--- config.mk ---
export PLATFORM = sky130hd
export DESIGN_NAME = ipv4_fragment_header_builder
export DESIGN_NICKNAME = d
export VERILOG_FILES = /design/src/design/ifhb_pkg.sv /design/src/design/ipv4_fragment_header_builder.sv /design/src/design/ifhb_front.sv /design/src/design/ifhb_queue.sv /design/src/design/ifhb_back.sv
export SDC_FILE = /design/constraint.sdc
export NUM_CORES = 1
export LEC_CHECK = 0
export BUFFER_PORTS_ARGS = -buffer_cell sky130_fd_sc_hd__buf_2
export CORE_UTILIZATION = 31
export DETAILED_ROUTE_END_ITERATION = 8
export GPL_TIMING_DRIVEN = 0
export PLACE_DENSITY = 0.43
export SYNTH_ARGS = -nofsm -noshare
export SYNTH_HDL_FRONTEND = slang
export SYNTH_HIERARCHICAL = 1
export SYNTH_SLANG_ARGS = --single-unit
--- constraint.sdc ---
create_clock -name clk -period 21.6 [get_ports clk]
set_clock_uncertainty 0.2 [all_clocks]
set_input_delay 3.24 -clock clk [delete_from_list [all_inputs] [get_ports clk]]
set_output_delay 3.24 -clock clk [all_outputs]
set_load 0.02 [all_outputs]
--- src/design/ifhb_pkg.sv ---
`default_nettype none
// ----------------------------------------------------------------------------
// IPv4 fragment header builder package
// Shared types and constants for the header builder front end, queue and
// word serialiser.
// ----------------------------------------------------------------------------
package ifhb_pkg;

	localparam int unsigned IN_DATA_W  = 112;
	localparam int unsigned OUT_DATA_W = 32;
	localparam int unsigned OUT_USER_W = 3;

	localparam logic [15:0] VER_IHL_TOS  = 16'h4500;
	localparam logic [7:0]  TTL_RESET    = 8'd64;
	localparam logic [2:0]  LAST_WORD_IX = 3'd4;

	localparam int unsigned QDEPTH = 2;
	localparam int unsigned QPTR_W = (QDEPTH > 1) ? $clog2(QDEPTH) : 1;
	localparam int unsigned QCNT_W = $clog2(QDEPTH + 1);

	// One prepared header, waiting to be serialised.
	typedef struct packed {
		logic [15:0] total_len;
		logic [15:0] ident;
		logic [15:0] flags_off;
		logic [7:0]  ttl;
		logic [7:0]  proto;
		logic [31:0] src_addr;
		logic [31:0] dst_addr;
		logic [19:0] csum_sum;
	} hdr_entry_t;

	typedef struct packed {
		logic full;
		logic empty;
	} q_status_t;

endpackage

`default_nettype wire

--- src/design/ipv4_fragment_header_builder.sv ---
`default_nettype none
// ----------------------------------------------------------------------------
// IPv4 fragment header builder
// Turns fragment descriptors into complete 20-byte IPv4 headers, checksum
// included, sent as five big-endian 32-bit words.
// ----------------------------------------------------------------------------
// Each descriptor beat on the input stream produces five output beats, word 0
// first, with tuser carrying the word position and tlast marking word 4. The
// output stream is the bottleneck: the serialiser sends one header word per
// cycle while m_axis_tready is high, taking the next header with the last word.
// The front end registers a descriptor, stamps it with the identification
// counter and forms the checksum sum; a two-entry queue then lets it take up
// to about three further descriptors while the output is stalled. When the
// block is empty, an accepted beat passes the front-end, queue and serialiser
// registers on its way to word 0. The identification counter starts at zero,
// is placed in the header as it stands and advances by one after every
// descriptor flagged as the final fragment (tlast). The TTL register (address
// 0, reset 64) should only be written while no headers are in flight.
// ----------------------------------------------------------------------------
module ipv4_fragment_header_builder (
	input  wire logic         clk,
	input  wire logic         arst_n,
	// Descriptor stream
	input  wire logic         s_axis_tvalid,
	output logic              s_axis_tready,
	// [5:0] header_length, [21:6] payload_length, [37:22] byte_offset,
	// [45:38] protocol_number, [77:46] source_address,
	// [109:78] destination_address, [111:110] zero
	input  wire logic [111:0] s_axis_tdata,
	input  wire logic         s_axis_tlast,   // final_fragment
	// Header word stream
	output logic              m_axis_tvalid,
	input  wire logic         m_axis_tready,
	output logic [31:0]       m_axis_tdata,   // [31:0] header_word
	output logic [2:0]        m_axis_tuser,   // [2:0] word_index
	output logic              m_axis_tlast,   // last_word
	// Register port
	input  wire logic         psel,
	input  wire logic         penable,
	input  wire logic         pwrite,
	input  wire logic [2:0]   paddr,
	input  wire logic [31:0]  pwdata,
	output logic [31:0]       prdata,
	output logic              pready
);
	import ifhb_pkg::*;

	localparam logic [2:0] ADDR_TTL = 3'd0;

	logic       ttl_wr;
	logic [7:0] ttl_val_q;
	logic       push;
	logic       pop;
	hdr_entry_t push_entry;
	hdr_entry_t head_entry;
	q_status_t  q_status;

	assign pready = 1'b1;
	assign prdata = (paddr == ADDR_TTL) ? {24'd0, ttl_val_q} : 32'd0;

	// Write strobe for the TTL register, high in the access phase of a write.
	assign ttl_wr = psel && penable && pwrite && (paddr == ADDR_TTL);

	always_ff @(posedge clk or negedge arst_n) begin
		if (!arst_n) begin
			ttl_val_q <= TTL_RESET;
		end else if (ttl_wr) begin
			ttl_val_q <= pwdata[7:0];
		end
	end

	ifhb_front u_front (
		.clk        (clk),
		.arst_n     (arst_n),
		.s_valid    (s_axis_tvalid),
		.s_ready    (s_axis_tready),
		.s_data     (s_axis_tdata),
		.s_last     (s_axis_tlast),
		.ttl        (ttl_val_q),
		.q_status   (q_status),
		.push       (push),
		.push_entry (push_entry)
	);

	ifhb_queue u_queue (
		.clk        (clk),
		.arst_n     (arst_n),
		.push       (push),
		.push_entry (push_entry),
		.pop        (pop),
		.head_entry (head_entry),
		.q_status   (q_status)
	);

	ifhb_back u_back (
		.clk        (clk),
		.arst_n     (arst_n),
		.head_entry (head_entry),
		.q_status   (q_status),
		.pop        (pop),
		.m_valid    (m_axis_tvalid),
		.m_ready    (m_axis_tready),
		.m_data     (m_axis_tdata),
		.m_user     (m_axis_tuser),
		.m_last     (m_axis_tlast)
	);

`ifndef SYNTHESIS
	a_last_on_word4: assert property (@(posedge clk) disable iff (!arst_n)
		(m_axis_tvalid && m_axis_tlast) |-> (m_axis_tuser == LAST_WORD_IX))
		else $error("tlast away from the fifth header word");
`endif

endmodule

`default_nettype wire

--- src/design/ifhb_front.sv ---
`default_nettype none
// ----------------------------------------------------------------------------
// IPv4 fragment header builder front end
// Accepts descriptors, assigns the identification and prepares the header
// fields and the raw checksum sum for the queue.
// ----------------------------------------------------------------------------
module ifhb_front (
	input  wire logic                          clk,
	input  wire logic                          arst_n,
	input  wire logic                          s_valid,
	output logic                               s_ready,
	input  wire logic [ifhb_pkg::IN_DATA_W-1:0] s_data,
	input  wire logic                          s_last,
	input  wire logic [7:0]                    ttl,
	input  wire ifhb_pkg::q_status_t           q_status,
	output logic                               push,
	output ifhb_pkg::hdr_entry_t               push_entry
);
	import ifhb_pkg::*;

	logic        valid_s1;
	logic [15:0] total_s1;
	logic [15:0] flags_s1;
	logic [15:0] ident_s1;
	logic [7:0]  ttl_s1;
	logic [7:0]  proto_s1;
	logic [31:0] src_s1;
	logic [31:0] dst_s1;
	logic [15:0] ident_q;
	logic        accept;

	logic [5:0]  hdr_len;
	logic [15:0] pay_len;
	logic [15:0] byte_off;

	assign hdr_len  = s_data[5:0];
	assign pay_len  = s_data[21:6];
	assign byte_off = s_data[37:22];

	assign push    = valid_s1 && !q_status.full;
	assign s_ready = !valid_s1 || !q_status.full;
	assign accept  = s_valid && s_ready;

	always_ff @(posedge clk or negedge arst_n) begin
		if (!arst_n) begin
			valid_s1 <= 1'b0;
			ident_q  <= '0;
		end else begin
			if (accept) begin
				valid_s1 <= 1'b1;
			end else if (push) begin
				valid_s1 <= 1'b0;
			end
			if (accept && s_last) begin
				ident_q <= ident_q + 16'd1;
			end
		end
	end

	always_ff @(posedge clk) begin
		if (accept) begin
			total_s1 <= {10'd0, hdr_len} + pay_len;
			flags_s1 <= {2'b00, !s_last, byte_off[15:3]};
			ident_s1 <= ident_q;
			ttl_s1   <= ttl;
			proto_s1 <= s_data[45:38];
			src_s1   <= s_data[77:46];
			dst_s1   <= s_data[109:78];
		end
	end

	always_comb begin
		push_entry.total_len = total_s1;
		push_entry.ident     = ident_s1;
		push_entry.flags_off = flags_s1;
		push_entry.ttl       = ttl_s1;
		push_entry.proto     = proto_s1;
		push_entry.src_addr  = src_s1;
		push_entry.dst_addr  = dst_s1;
		push_entry.csum_sum  = ({4'd0, VER_IHL_TOS} + {4'd0, total_s1})
			+ ({4'd0, ident_s1} + {4'd0, flags_s1})
			+ ({4'd0, ttl_s1, proto_s1} + {4'd0, src_s1[31:16]})
			+ ({4'd0, src_s1[15:0]} + {4'd0, dst_s1[31:16]})
			+ {4'd0, dst_s1[15:0]};
	end

endmodule

`default_nettype wire

--- src/design/ifhb_queue.sv ---
`default_nettype none
// ----------------------------------------------------------------------------
// IPv4 fragment header builder queue
// Short FIFO of prepared headers between the front end and the serialiser.
// ----------------------------------------------------------------------------
module ifhb_queue (
	input  wire logic                 clk,
	input  wire logic                 arst_n,
	input  wire logic                 push,
	input  wire ifhb_pkg::hdr_entry_t push_entry,
	input  wire logic                 pop,
	output ifhb_pkg::hdr_entry_t      head_entry,
	output ifhb_pkg::q_status_t       q_status
);
	import ifhb_pkg::*;

	hdr_entry_t         mem_q [QDEPTH];
	logic [QPTR_W-1:0]  wr_ptr_q;
	logic [QPTR_W-1:0]  rd_ptr_q;
	logic [QCNT_W-1:0]  count_q;

	function automatic logic [QPTR_W-1:0] ptr_next(input logic [QPTR_W-1:0] p);
		logic [QPTR_W-1:0] n;
		n = (p == QPTR_W'(QDEPTH - 1)) ? '0 : p + QPTR_W'(1);
		return n;
	endfunction

	assign q_status.full  = (count_q == QCNT_W'(QDEPTH));
	assign q_status.empty = (count_q == '0);
	assign head_entry     = mem_q[rd_ptr_q];

	always_ff @(posedge clk or negedge arst_n) begin
		if (!arst_n) begin
			wr_ptr_q <= '0;
			rd_ptr_q <= '0;
			count_q  <= '0;
		end else begin
			if (push) begin
				wr_ptr_q <= ptr_next(wr_ptr_q);
			end
			if (pop) begin
				rd_ptr_q <= ptr_next(rd_ptr_q);
			end
			if (push && !pop) begin
				count_q <= count_q + QCNT_W'(1);
			end else if (pop && !push) begin
				count_q <= count_q - QCNT_W'(1);
			end
		end
	end

	always_ff @(posedge clk) begin
		if (push) begin
			mem_q[wr_ptr_q] <= push_entry;
		end
	end

`ifndef SYNTHESIS
	a_no_overflow: assert property (@(posedge clk) disable iff (!arst_n)
		!(push && q_status.full && !pop))
		else $error("header queue written while full");
	a_no_underflow: assert property (@(posedge clk) disable iff (!arst_n)
		!(pop && q_status.empty))
		else $error("header queue read while empty");
`endif

endmodule

`default_nettype wire

--- src/design/ifhb_back.sv ---
`default_nettype none
// ----------------------------------------------------------------------------
// IPv4 fragment header builder serialiser
// Finishes the checksum and sends each header as five 32-bit words.
// ----------------------------------------------------------------------------
module ifhb_back (
	input  wire logic                           clk,
	input  wire logic                           arst_n,
	input  wire ifhb_pkg::hdr_entry_t           head_entry,
	input  wire ifhb_pkg::q_status_t            q_status,
	output logic                                pop,
	output logic                                m_valid,
	input  wire logic                           m_ready,
	output logic [ifhb_pkg::OUT_DATA_W-1:0]     m_data,
	output logic [ifhb_pkg::OUT_USER_W-1:0]     m_user,
	output logic                                m_last
);
	import ifhb_pkg::*;

	logic        busy_q;
	logic [2:0]  idx_q;
	hdr_entry_t  ent_q;
	logic [15:0] csum_q;
	logic [16:0] fold1;
	logic [16:0] fold2;
	logic        at_last;

	assign at_last = (idx_q == LAST_WORD_IX);
	assign pop     = !q_status.empty && (!busy_q || (m_ready && at_last));

	// End-around carry folded twice, then complemented.
	assign fold1 = {1'b0, head_entry.csum_sum[15:0]} + {13'd0, head_entry.csum_sum[19:16]};
	assign fold2 = {1'b0, fold1[15:0]} + {16'd0, fold1[16]};

	always_ff @(posedge clk or negedge arst_n) begin
		if (!arst_n) begin
			busy_q <= 1'b0;
			idx_q  <= '0;
		end else if (pop) begin
			busy_q <= 1'b1;
			idx_q  <= '0;
		end else if (busy_q && m_ready) begin
			if (at_last) begin
				busy_q <= 1'b0;
			end else begin
				idx_q <= idx_q + 3'd1;
			end
		end
	end

	always_ff @(posedge clk) begin
		if (pop) begin
			ent_q  <= head_entry;
			csum_q <= ~fold2[15:0];
		end
	end

	always_comb begin
		case (idx_q)
			3'd0:    m_data = {VER_IHL_TOS, ent_q.total_len};
			3'd1:    m_data = {ent_q.ident, ent_q.flags_off};
			3'd2:    m_data = {ent_q.ttl, ent_q.proto, csum_q};
			3'd3:    m_data = ent_q.src_addr;
			default: m_data = ent_q.dst_addr;
		endcase
	end

	assign m_valid = busy_q;
	assign m_user  = idx_q;
	assign m_last  = at_last;

`ifndef SYNTHESIS
	a_index_range: assert property (@(posedge clk) disable iff (!arst_n)
		busy_q |-> (idx_q <= LAST_WORD_IX))
		else $error("word index out of range");
	a_index_steps: assert property (@(posedge clk) disable iff (!arst_n)
		(busy_q && m_ready && !at_last) |=> (busy_q && idx_q == $past(idx_q) + 3'd1))
		else $error("header words not sent in order");
`endif

endmodule

`default_nettype wire
==> metrics.txt, run 1 <==
largest net degree at the start of global routing=56; top-area cell type share of the netlist area=64.2%; fmax=0.122 GHz; layout cells sized above 1=27.3%; final hold violations=0; Worst Hold Slack=278 ps; GR Overflow Total=0; syn_area_per_cell=16.7 µm²; Tcrit/Tclk final=37.9%; final setup vio count=0; CP Data Required Time=18160 ps; Slew @ Worst Pin=1360 ps; hold_buf cts=0; Final #Nets=2179; Routed Antenna Nets=0; first-pass GRT wire length=101000 µm; MaxCap Viol Count=0; Final Critical Period=8180 ps; Iteration-0 DRC Markers=902; status=completed; Die Area=0.0866 mm²; Startpoint Class=flip-flop; Pins Over Slew Limit=0; Die H=294 µm; clk_lat worst skew=610 ps; CP endpoint kind=output pin; CTS tree=done; diode count=0; Endpoint, Worst Hold=u_queue/mem_q[0][87]; vias per inst=4.47; GRT Util Overall=16.5%; TritonRoute pass-1 iters=5; CP Class=reg2out; Worst-path clk slew=60 ps; H-tree levels=3; met2 Usage GRT=28.2%; # rows=106; clock buffer depth=3; Post-CTS Resized=0; CTS sink count=599; count leader, synth=edfxtp_1; ys flop type=edfxtp_1; FFs w/ async S/R, synth=5.51%; R2R Setup Slk=16180 ps; DP Area=0.0294 mm²; postcts setup bufs=0; worst hold path class=reg2reg; Std-Cell Core Area=0.0841 mm²; critical path arrival=4740 ps; GR peak layer=met2; Place WS=13940 ps; mapped cell area=0.0265 mm²; Synth cell types=70; CTS root buf=clkbuf_16; CTS Buf Count=72; Syn-to-layout area delta=19.3%; slack of the critical path=13420 ps; vias in the first global route=14.5k; FF-to-FF path depth=15; Ports=226; Routed wire per std cell=22.9 µm; initial antenna violation count=5; hold path depth=0; Worst R2R Start=u_front/flags_s1[2]; Post-synth EDFFs=566; post-route cell area=0.0316 mm²; worst-path maximum fanout=10; routability cong.=0.785; hold path start=u_front/proto_s1[3]; via count=13.7k; dpl hpwl=48200 µm; RSZ-0062 raised after global routing=false; Seq/Total Area, Yosys=67.3%; synth cell count leaders=edfxtp_1 (566), inv_1 (218), mux2_4 (109); FF-to-FF End=u_queue/mem_q[0][16]; register bit count reported by yosys=599; Starting Density=31.5%; setup_tns=0 ps; Slew headroom=9.04%; Die X=294 µm; drc violations=0; GR Util met3=2.54%; synth top area cells=edfxtp_1 (64%), fa_1 (7.2%), mux2_4 (6.2%); fillers=7971; met1 GRT Util=21.7%; Total Routed Length=70200 µm; Post-Syn Instances=1585; area leader, netlist=edfxtp_1; Synth Warn #=6; Port-buffer cells=171
layer usage:
metal / wire length, µm / vias up
li1: - / 6261
met1: 31000 / 7016
met2: 34600 / 334
met3: 2820 / 104
met4: 1720 / 4
met5: 31 / -
area by class of cell:
type	count	area [µm²]	share of cell area, %
Clock inverter	41	329	1.04
Buffer	69	497	1.57
Tap cell	1134	1420	4.49
Clock buffer	90	1900	6.01
Sequential cell	599	17800	56.4
Multi-Input combinational cell	724	7480	23.7
Inverter	218	818	2.59
Timing Repair Buffer	191	1330	4.22
stage by stage:
stage / util, % / cells
2_1_floorplan: - / 1610
3_3_place_gp: 34.3 / 2915
3_5_place_dp: 34.9 / 2935
4_1_cts: 37.6 / 3066
5_1_grt: 37.6 / 3066
6_report: 37.6 / 3066
kinds of logic (layout without fill, tap and decap cells):
group,count (synthesis),after routing,synth area share (%)
flip-flops,599,599,67.3
AND/OR/NAND/NOR,176,176,3.47
other,3,28,0.0425
multiplexers,160,160,8.34
XOR/XNOR,61,61,2.02
AO/OA/AOI/OAI,150,150,4.19
adder cells (fa/ha/maj),149,149,9.73
buffers and inverters,287,609,4.94
how the worst max path moves through the flow:
| stage | start | end | slack [ps] |
|---|---|---|---|
| floorplan | m_axis_tready | u_queue/count_q[1] | 9880 |
| global placement | m_axis_tready | u_queue/count_q[1] | 3990 |
| detailed placement | u_back/m_user[0] | m_axis_tdata[10] | 13940 |
| CTS | u_back/m_user[0] | m_axis_tdata[10] | 13240 |
| global route | u_back/m_user[0] | m_axis_tdata[10] | 13250 |
| finish | u_back/m_user[0] | m_axis_tdata[7] | 13420 |
worst max-delay path, stage by stage (launching register included):
cell,delay [ps]
dfrtp_1,430
inv_1,110
ha_1,210
nor2b_1,360
clkbuf_1,1030
clkbuf_1,1040
a22oi_1,290
a31oi_1,410
buf_2,240
sequential cells by signal, indices dropped and copies added (netlist names):
| name | flops |
|---|---|
| ttl_val_q | 8 |
| u_back/csum_q | 16 |
| u_back/ent_q | 128 |
| u_back/m_user | 3 |
| u_back/m_valid | 1 |
| u_front/dst_s1 | 32 |
| u_front/flags_s1 | 14 |
| u_front/ident_q | 16 |
| u_front/ident_s1 | 16 |
| u_front/proto_s1 | 8 |
| u_front/src_s1 | 32 |
| u_front/total_s1 | 16 |
| u_front/ttl_s1 | 8 |
| u_front/valid_s1 | 1 |
| u_queue/count_q | 2 |
| u_queue/mem_q | 296 |
| u_queue/rd_ptr_q | 1 |
| u_queue/wr_ptr_q | 1 |
placed cells by master (no fill, tap or decap), types with 4 or more instances in the layout:
cell        instances
edfxtp_1          566
inv_1             218
buf_2             176
mux2_4            109
fa_1               95
clkbuf_16          73
nor2_1             58
ha_1               54
mux2_2             48
xnor2_1            38
clkbuf_1           33
nand2_1            33
dfrtp_1            32
a22oi_1            32
buf_4              28
conb_1             28
a21oi_1            24
a31oi_1            23
xor2_1             23
nand3_1            16
clkinv_2           14
buf_6              14
clkinv_1           13
a222oi_1           13
a21o_1             12
buf_16             11
nor2b_1            10
and3_1             10
buf_12              9
and2_2              8
nand4_1             7
nand2b_1            6
o21ai_0             6
o21ai_1             5
and4_1              5
nor3_1              5
inv_6               4
clkinvlp_4          4
clkbuf_2            4
Power of run 1 is not shown: default switching activity piles up to over one toggle a cycle in this logic, so the estimate is an artifact.
==> run 2, diff against run 1 <==
==> constraint.sdc (replaced) <==
create_clock -name clk -period 7.8 [get_ports clk]
set_clock_uncertainty 0.2 [all_clocks]
set_input_delay 1.17 -clock clk [delete_from_list [all_inputs] [get_ports clk]]
set_output_delay 1.17 -clock clk [all_outputs]
set_load 0.02 [all_outputs]
==> metrics.txt, run 2 (synthesis gave the netlist of run 1 again) <==
postcts setup bufs=0 (unchanged); most common cell after layout, fill and taps aside=edfxtp_1 (unchanged); RSZ-0062 raised after global routing=false (unchanged); WP buf/inv=4 (unchanged); final setup vio count=0 (unchanged); # rows=106 (unchanged); placed cells=2933 (was 2935); Worst-path clk slew=50 ps (was 60 ps); Ports=226 (unchanged); drc violations=0 (unchanged); Iteration-0 DRC Markers=880 (was 902); Std-Cell Core Area=0.0841 mm² (unchanged); Routed Antenna Nets=0 (unchanged); TritonRoute pass-1 iters=7 (was 5); Slew headroom=5.00% (was 9.04%); Final #Nets=2176 (was 2179); Top cell by count, worst path=clkbuf_1 (unchanged); Slew @ Worst Pin=1420 ps (was 1360 ps); H-tree levels=3 (unchanged); CTS root buf=clkbuf_16 (unchanged); routability cong.=0.786 (was 0.785); Die H=294 µm (unchanged); GR Overflow Total=0 (unchanged); CTS Buf Count=71 (was 72); Syn-to-layout area delta=19.6% (was 19.3%); first-pass GRT wire length=99900 µm (was 101000 µm); max reg flops=296 (unchanged); status=completed (unchanged); Port-buffer cells=171 (unchanged); vias in the first global route=14.4k (was 14.5k); post-route insts no fill=3063 (was 3066); critical path arrival=4590 ps (was 4740 ps); layout cells sized above 1=27.2% (was 27.3%); dpl hpwl=48000 µm (was 48200 µm); hold_buf cts=0 (unchanged); CP Class=reg2out (unchanged); Die Area=0.0866 mm² (unchanged); CP Cell Sequence=inv_1 -> ha_1 -> nor2b_1 -> clkbuf_1 -> clkbuf_1 -> a22oi_1 -> a31oi_1 -> buf_2 (unchanged); Startpoint Class=flip-flop (unchanged); CTS tree=done (unchanged); Routed wire per std cell=22.8 µm (was 22.9 µm); Worst path max stage delay=1020 ps (was 1040 ps); Final Critical Period=5960 ps; largest net degree at the start of global routing=56 (unchanged); FF-to-FF path depth=16 (was 15); worst-path maximum fanout=10 (unchanged); clock buffer depth=3 (unchanged); MaxCap Viol Count=0 (unchanged); Pins Over Slew Limit=0 (unchanged); Levels on crit path=8 (unchanged); CP Data Required Time=6430 ps (was 18160 ps); vias per inst=4.45 (was 4.47); worst hold path class=reg2reg (unchanged); CP endpoint kind=output pin (unchanged); Top delay family on crit path=buffers and inverters (unchanged); clk_lat worst skew=600 ps (was 610 ps); final hold violations=0 (unchanged); fmax=0.168 GHz; initial antenna violation count=4 (was 5); CTS sink count=599 (unchanged); Post-CTS Resized=0 (unchanged); Largest regs=u_queue/mem_q (296), u_back/ent_q (128) (unchanged); Total Routed Length=69700 µm (was 70200 µm); hold path depth=0 (unchanged); Tcrit/Tclk final=76.4%; Starting Density=31.5% (unchanged); Largest Register=u_queue/mem_q (unchanged); Die X=294 µm (unchanged); slowest cell on the critical path=clkbuf_1 (unchanged); most frequent cells in the layout=edfxtp_1 (566), inv_1 (218), buf_2 (176), mux2_4 (109), fa_1 (95) (unchanged); via count=13.6k (was 13.7k); GRT Util Overall=16.3% (was 16.5%)
[run 2: final cells by class]
| cell class | count | area, µm² |
|---|---|---|
| Multi-Input combinational cell | 724 | 7480 |
| Buffer | 69 | 494 |
| Antenna cell | 1 | 2.50 |
| Timing Repair Buffer | 189 | 1270 |
| Inverter | 218 | 818 |
| Clock buffer | 100 | 2030 |
| Clock inverter | 29 | 352 |
| Fill cell | 7971 | 52400 |
| Sequential cell | 599 | 17800 |
| Tap cell | 1134 | 1420 |
[run 2: worst reg2reg max path, delay by kind of cell, from the launching register on]
kind / cells / cell delay [ps]
xor gates and xnor gates: 1 / 270
AOI/OAI and AO/OA: 6 / 1380
DFF: 1 / 440
buffers and inverters: 4 / 280
adders and majority gates: 5 / 2620
[run 2: path summary, 6_finish.rpt]
check / from / end / slack (ps)
worst min register to register: u_front/flags_s1[13] / u_queue/mem_q[0][113] / 270
max in group asynchronous: arst_n / ttl_val_q[1] / 6270
worst max-delay path: u_back/m_user[0] / m_axis_tdata[10] / 1840
worst min-delay path: u_front/flags_s1[13] / u_queue/mem_q[0][113] / 270
min in group asynchronous: arst_n / u_back/m_user[0] / 520
worst max register to register: u_front/flags_s1[3] / u_queue/mem_q[1][16] / 2410
[run 2: through the flow]
stage               util, %  area [µm²]  hold slack (ps)  TNS, ps  worst slack [ps]
global route           37.7       31700              290        0              1690
CTS                    37.7       31700              279        0              1670
detailed placement     34.9       29300              262        0              2340
global placement       34.3       28900              263  -331610             -1700
finish                 37.7       31700              271        0              1840
floorplan                 -       26600              239        0              1460
[run 2: per-layer routing]
layer | up-vias | share of wire [%] | wire (µm) | track usage [%]
met5 | - | 0.049 | 34 | 0
met4 | 6 | 2.9 | 2000 | 5.53
met3 | 104 | 4.5 | 3150 | 2.50
met2 | 324 | 49 | 34200 | 27.7
met1 | 6953 | 43 | 30300 | 21.2
li1 | 6242 | - | - | -
Power of run 2 is left out for the same reason.
